<file path="src/rtl/imd_pkg.sv">
// Package for the integer matrix determinant block.
// Holds the entry width and the datapath command type.
`default_nettype none
package imd_pkg;
    localparam int DATA_W = 32;
    localparam int SIZE_W = 4;
    localparam logic [SIZE_W-1:0] SIZE_RESET = 4'd3;
    localparam logic [SIZE_W-1:0] SIZE_MIN = 4'd2;

    typedef struct packed {
        logic load;
        logic clear_acc;
        logic acc_go;
        logic store_sub;
    } imd_cmd_t;
endpackage
`default_nettype wire

</file>
<file path="src/rtl/imd_controller.sv">
// Controller of the determinant block: load counting, mask and column
// sequencing, result strobe. Uses imd_pkg; drives imd_datapath.
`default_nettype none
module imd_controller
    import imd_pkg::*;
#(
    parameter int MAX_DIM = 8
)
(
    input  wire logic              clk,
    input  wire logic              rst_n,
    input  wire logic              start,
    input  wire logic              cfg_write,
    input  wire logic [SIZE_W-1:0] size_raw,
    output logic                   busy,
    output logic                   done,
    output imd_cmd_t               cmd,
    output logic [$clog2(MAX_DIM*MAX_DIM)-1:0] load_addr,
    output logic [$clog2(MAX_DIM*MAX_DIM)-1:0] mat_addr,
    output logic [MAX_DIM-1:0]     sub_addr,
    output logic [MAX_DIM-1:0]     wr_mask,
    output logic                   negate
);
    localparam int AW = $clog2(MAX_DIM*MAX_DIM);
    localparam int CW = $clog2(MAX_DIM);
    localparam int NW = $clog2(MAX_DIM+1);
    localparam int DW = $clog2(MAX_DIM*MAX_DIM+1);

    typedef enum logic [2:0] {S_LOAD, S_MASK, S_COL, S_DRAIN, S_STORE, S_DONE} state_t;

    state_t            state_reg;
    logic [DW-1:0]     count_reg;
    logic [MAX_DIM-1:0] mask_reg;
    logic [CW-1:0]     col_reg;
    logic [CW-1:0]     row_reg;
    logic              above_reg;
    logic [1:0]        drain_reg;
    logic [NW-1:0]     n;
    logic [DW-1:0]     total;
    logic [MAX_DIM-1:0] full;
    logic              bit_in;
    logic [NW-1:0]     pop;

    always_comb
    begin
        if (size_raw < SIZE_MIN)
        begin
            n = NW'(SIZE_MIN);
        end
        else if (32'(size_raw) > MAX_DIM)
        begin
            n = NW'(MAX_DIM);
        end
        else
        begin
            n = NW'(size_raw);
        end
        total = DW'(32'(n) * 32'(n));
        full = MAX_DIM'((1 << n) - 1);
        bit_in = mask_reg[col_reg];
        pop = '0;
        for (int i = 0; i < MAX_DIM; i++)
        begin
            pop = pop + NW'(mask_reg[i]);
        end
    end

    assign busy = (state_reg != S_LOAD);
    assign load_addr = count_reg[AW-1:0];
    assign mat_addr = AW'(32'(row_reg) * 32'(n) + 32'(col_reg));
    assign sub_addr = mask_reg & ~(MAX_DIM'(1) << col_reg);
    assign wr_mask = mask_reg;
    assign negate = above_reg;

    always_comb
    begin
        cmd = '0;
        cmd.load = start && !busy;
        cmd.clear_acc = (state_reg == S_MASK);
        cmd.acc_go = (state_reg == S_DRAIN) && (drain_reg == 2'd0);
        cmd.store_sub = (state_reg == S_STORE);
    end

    always_ff @(posedge clk or negedge rst_n)
    begin
        if (!rst_n)
        begin
            state_reg <= S_LOAD;
            count_reg <= '0;
            mask_reg  <= '0;
            col_reg   <= '0;
            row_reg   <= '0;
            above_reg <= 1'b0;
            drain_reg <= '0;
            done      <= 1'b0;
        end
        else
        begin
            done <= 1'b0;
            unique case (state_reg)
                S_LOAD:
                begin
                    if (cfg_write)
                    begin
                        count_reg <= '0;
                    end
                    else if (start)
                    begin
                        if (count_reg + DW'(1) >= total)
                        begin
                            count_reg <= '0;
                            mask_reg  <= MAX_DIM'(1);
                            state_reg <= S_MASK;
                        end
                        else
                        begin
                            count_reg <= count_reg + DW'(1);
                        end
                    end
                end
                S_MASK:
                begin
                    row_reg   <= CW'(pop - NW'(1));
                    col_reg   <= CW'(n - NW'(1));
                    above_reg <= 1'b0;
                    state_reg <= S_COL;
                end
                // one column per cycle unless set: its term drains into acc first
                S_COL:
                begin
                    if (bit_in)
                    begin
                        drain_reg <= 2'd3;
                        state_reg <= S_DRAIN;
                    end
                    else if (col_reg == '0)
                    begin
                        state_reg <= S_STORE;
                    end
                    else
                    begin
                        col_reg <= col_reg - CW'(1);
                    end
                end
                S_DRAIN:
                begin
                    if (drain_reg == 2'd0)
                    begin
                        above_reg <= ~above_reg;
                        if (col_reg == '0)
                        begin
                            state_reg <= S_STORE;
                        end
                        else
                        begin
                            col_reg   <= col_reg - CW'(1);
                            state_reg <= S_COL;
                        end
                    end
                    else
                    begin
                        drain_reg <= drain_reg - 2'd1;
                    end
                end
                S_STORE:
                begin
                    if (mask_reg == full)
                    begin
                        state_reg <= S_DONE;
                    end
                    else
                    begin
                        mask_reg  <= mask_reg + MAX_DIM'(1);
                        state_reg <= S_MASK;
                    end
                end
                S_DONE:
                begin
                    done      <= 1'b1;
                    state_reg <= S_LOAD;
                end
                default:
                begin
                    state_reg <= S_LOAD;
                end
            endcase
        end
    end
endmodule
`default_nettype wire

</file>
<file path="config.mk">
export PLATFORM = sky130hd
export DESIGN_NAME = imd_controller
export DESIGN_NICKNAME = d
export VERILOG_FILES = /design/src/rtl/imd_pkg.sv /design/src/rtl/imd_controller.sv
export SDC_FILE = /design/constraint.sdc
export NUM_CORES = 1
export LEC_CHECK = 0
export BUFFER_PORTS_ARGS = -buffer_cell sky130_fd_sc_hd__buf_2
export CORE_MARGIN = 4
export CORE_UTILIZATION = 40
export DETAILED_ROUTE_END_ITERATION = 7
export SLEW_MARGIN = 20
export SYNTH_ARGS = -nofsm -noshare
export SYNTH_HDL_FRONTEND = slang
export SYNTH_SLANG_ARGS = --single-unit
</file>
<file path="constraint.sdc">
create_clock -name clk -period 3.25 [get_ports clk]
set_input_delay 0.325 -clock clk [delete_from_list [all_inputs] [get_ports clk]]
set_output_delay 0.325 -clock clk [all_outputs]
set_load 0.03 [all_outputs]
</file>
Word level (Yosys, flattened, before mapping)
Cells that the tools add are included.

word-level totals
  bits in registers = 28
  latch bits = 0
  RAM bits = 0
  ROM bits = 0
  output and inout port bits = 35
  logic and storage cells = 98
  memories kept = 0

operators by class
  add/subtract/negate cells = 15
  multipliers = 2
  div/mod/pow operators = 0
  magnitude comparators = 4
  equal/unequal tests = 15
  shifts and indexed selects = 2
  multiplexer cells = 31
  bitwise logic cells = 3
  reduce and logical (&&, ||, !) cells = 18

operators by type and width
  kind                 number
  $mux 3               11
  $mux 8               4
  $mux 7               3
  $pmux 8 s2           1
  $add 3x1->3          5
  $pmux 3 s5           1
  $ne 2x2->1 const B   7
  $reduce_and 5->1     2
  $pmux 3 s3           1
  $sub 3x1->3 const B  3
  $add 8x1->8 const B  1
  $and 8x8->8          1
  $eq 8x8->1           1
  $mux 4               2
  $not 8->8            1
  $reduce_bool 2->1    4
  $shl 1x3->8 const A  1
  $shl 1x4->8 const A  1
  $sub 8x2->8 const B  1
  $add 7x1->7 const B  1
  $ge 7x7->1           1
  $mul 4x4->7          1
  $add 6x3->6          1
  $eq 3x2->1 const B   2
  24 further kinds     33

Longest topological paths before layout
  depth after elaboration = 9
  gate-level depth with buffers = 15

Worst setup path before layout
Ideal clock, no wire load.

  kind = input to output
  start = in size_raw[2]
  end = out mat_addr[5]
  arrival = 3,135 ps
  required time = 2,925 ps
  slack = -210 ps
  stages on the path = 10
  path buffers = 1
  cell sequence = clkbuf_1 nor2b_1 nand2_1 fa_1 fa_1 inv_1 fa_1 a21o_1 a21oi_1 xnor2_1

on the way
  word-level cells in the longest chain between the ends = 5

RTL lines
  element          RTL line              RTL
  start, declared  imd_controller.sv:14  input wire logic [SIZE_W-1:0] size_raw,
  $gt 4x4->1       imd_controller.sv:50  else if (32'(size_raw) > MAX_DIM)
  $mux 4           imd_controller.sv:50
  $mux 4 (*)       imd_controller.sv:46  if (size_raw < SIZE_MIN)
  $mul 3x4->6 (*)  imd_controller.sv:70  assign mat_addr = AW'(32'(row_reg) * 32'(n) + 32'(col_reg));
  $add 6x3->6 (*)  imd_controller.sv:70
  end, declared    imd_controller.sv:19  output logic [$clog2(MAX_DIM*MAX_DIM)-1:0] mat_addr,

Every way passes the cells marked *; elsewhere a longest branch is shown, timed or not.

Worst setup path after layout
  start = in size_raw[3]
  end = out mat_addr[5]

Same word-level chain as after synthesis.

==> run_results.csv <==
group,metric,value,unit
logic_synthesis,synth_top_cell_by_area,"dfrtp_1",
finish,largest_reg_flops,8,
logic_synthesis,async_flop_share,100,%
power_and_ir_drop,p_per_area,817,nW/µm²
grt,antenna_found_initial,0,
drt,drtAntennaViolNets,0,
timing,worst_slew_pin_slew,0.778,ns
finish,stdcell_area,3440,µm²
logic_synthesis,synth_cells,328,
clocking,worstSkewPairLatency,0.28,ns
setup_path,cpPeakStageDelay,0.50,ns
power_and_ir_drop,clockPowerShare,10.0,%
logic_synthesis,synth_simple_gate_area_share,20.9,%
setup_path,slowest_stage,"fa_1",
logic_synthesis,yosysUniqueCellTypes,57,
setup_path,crit_buf_inv,4,
placed_design,io_buffers,42,
floorplan,dieArea,8510,µm²
timing,fmax,317,MHz
drt,routed_via_density,5.29,
drt,wirelength,7030,µm
timing,period_minus_slack,3.15,ns
finish,layout_commonest_cell,"buf_2",
power_and_ir_drop,p_leak,1.81,nW
drt,detail_route.wl_per_cell,14.6,µm
clocking,cts_buffers,3,
clocking,ctsLongestPathBuffers,2,
setup_path,cp-end-kind,"primary output",
logic_synthesis,syn-cell-area,2840,µm²
timing,setup_violations,0,
drt,first_pass_iters,4,
logic_synthesis,avgSynthCellArea,8.66,µm²
logic_synthesis,synth_compound_area_share,21.3,%
logic_synthesis,synth.top_cells.by_area,"dfrtp_1, ha_1, fa_1",
setup_path,path_class,"in -> out",
logic_synthesis,synth_edf_count,0,
power_and_ir_drop,power_frac_comb,66.3,%
clocking,cts.sinks,28,
power_and_ir_drop,seqPwrFrac,23.7,%
finish,nFillCells,684,
setup_path,arrival,2.83,ns
power_and_ir_drop,internal_power,1.37,mW
placed_design,place_area,3290,µm²
grt,grt_pass1_wl,12100,µm
min_path,hold_class,"in -> async",
timing,slew_headroom,47.7,%
grt,globalRouteOverflowTotal,0,
status,outcome,"completed",
finish,antenna_cells,0,
floorplan,fp.dieH,92.3,µm
logic_synthesis,synthAdderAreaFrac,17.8,%
clocking,clk_pin_slew,0.10,ns
floorplan,rows,30,
power_and_ir_drop,peakVddDrop,0.000423,V
timing,rsz0062_at_grt,"false",
grt,grt_max_degree,29,
floorplan,core,6830,µm²
timing,finalSetupTns,0,ns
logic_synthesis,synth_xor_area_share,5.55,%
drt,drtIter0Drc,69,
setup_path,crit_path_max_fanout,4,
setup_path,crit_path_cell_trace,"buf_2, buf_6, a21oi_4, nand2_2, fa_1, fa_1, inv_2, fa_2, a21o_1, a21oi_2, xnor2_2, buf_6",
run,drv_cap,0,
finish,area_growth,21.1,%
timing,final.setup.worst_slack,0.0963,ns
logic_synthesis,synth_mux_area_share,2.25,%
finish,drive_gt1_share,26.9,%
logic_synthesis,ys_warn_count,0,
timing,fin_skew,0.00524,ns
power_and_ir_drop,netSwitchingPower,1.44,mW
timing,fin_crit_sh,97.0,%
placed_design,hpwl,5480,µm
setup_path,cp.required,2.92,ns
grt,grt_pass1_vias,2473,
drt,drcViolationCount,0,
logic_synthesis,synth-seq-area-share,24.7,%
floorplan,die_width,92.3,µm
power_and_ir_drop,power,2.81,mW
grt,grtUsageTotal,17.3,%
placed_design,pre_cts_ws,-0.276,ns
floorplan,io-pin-count,43,
clocking,h-tree-depth,1,
power_and_ir_drop,p_sw_share,51.4,%
logic_synthesis,synth_top_area_share,24.7,%
finish,final_nets,431,
clocking,cts-root-buf,"clkbuf_8",
drt,num_vias,2557,
logic_synthesis,yosys_most_used_dff,"dfrtp_1",
finish,final_util,50.3,%
placed_design,routabilityCongestion,0.851,
logic_synthesis,ys_ff_latch,28,
clocking,cts_tree,"done",
timing,maxSlewViolCount,0,
timing,hold_viol,0,
setup_path,crit_family,"adder cells",
clocking,ctsHoldBuffers,0,
floorplan,floorplan.initialDensity,41.6,%
logic_synthesis,synth_top_family_by_area,"compound AO/OA/AOI/OAI gates",
finish,layout_common_cells,"buf_2, nand2_1, buf_4",
setup_path,worstSetupStartpointType,"input port",
-- routing by layer --
metal	GRT usage, %	part of all wire, %
met4	2.97	0.51
met1	23.1	46
met2	30.4	49
met3	1.80	4.1
met5	0	0
-- power by group through the flow --
stage                     Sequential [mW]  Clock, mW  Combinational [mW]
after floorplan                     0.652          0                1.33
after global placement              0.681          0                1.75
after detailed placement            0.681          0                1.78
after CTS                           0.670      0.290                1.82
after global routing                0.690      0.305                2.06
final                               0.666      0.282                1.86
-- worst paths after layout --
kind	start	to	slack, ns	cells after the start
max	size_raw[3]	mat_addr[5]	0.1	12
min	rst_n	drain_reg[0]	0.06	1
max reg2reg	wr_mask[0]	row_reg[1]	0.29	8
min reg2reg	count_reg[6]	count_reg[6]	0.50	2
max in group asynchronous	rst_n	row_reg[2]	2.76	1
min in group clk	start	count_reg[4]	0.47	4
-- synthesized netlist by cell type (all sizes together), types with 5 or more instances --
library cell  number
o21ai             23
buf               14
nand3             12
ha                26
nand2             35
clkbuf             6
and2              12
a21o               6
nor2b              7
xor2               9
o31ai              5
fa                 9
nand2b             8
a21oi             15
nor2              16
inv               22
dfrtp             28
xnor2              9
nor3               5
-- cells by family (layout without fill, tap and decap cells) --
kind of cell    Yosys count  after routing
flops                    28             28
simple gates            114            114
xor+xnor                 18             18
buf+inv                  43            100
mux                       6              6
fa+ha+maj                35             35
other cells               2              4
compound gates           82             82
-- layout make-up --
cell class / count / area, µm² / area share (%)
tap: 96 / 120 / 3.49
multi-input combinational: 259 / 2000 / 58.3
clock inverter: 1 / 30.0 / 0.873
inverter: 23 / 86.3 / 2.51
clock buffer: 3 / 41.3 / 1.20
sequential: 28 / 701 / 20.4
timing repair buffer: 73 / 455 / 13.2
-- repair_timing --
item	in CTS	in global routing
cloned	0	0
setup buffers	1	2
pin swaps	2	8
setup endpoints to repair	2	10
resized for setup	8	9
hold endpoints to repair	0	0
-- per-stage QoR --
stage,hold WS (ns),std cells
after detailed placement,0.403,476
after CTS,0.0866,481
after global placement,0.399,476
after floorplan,0.0294,330
after global routing,0.106,483
final,0.0626,483
Power figures use the tool's default switching activity.
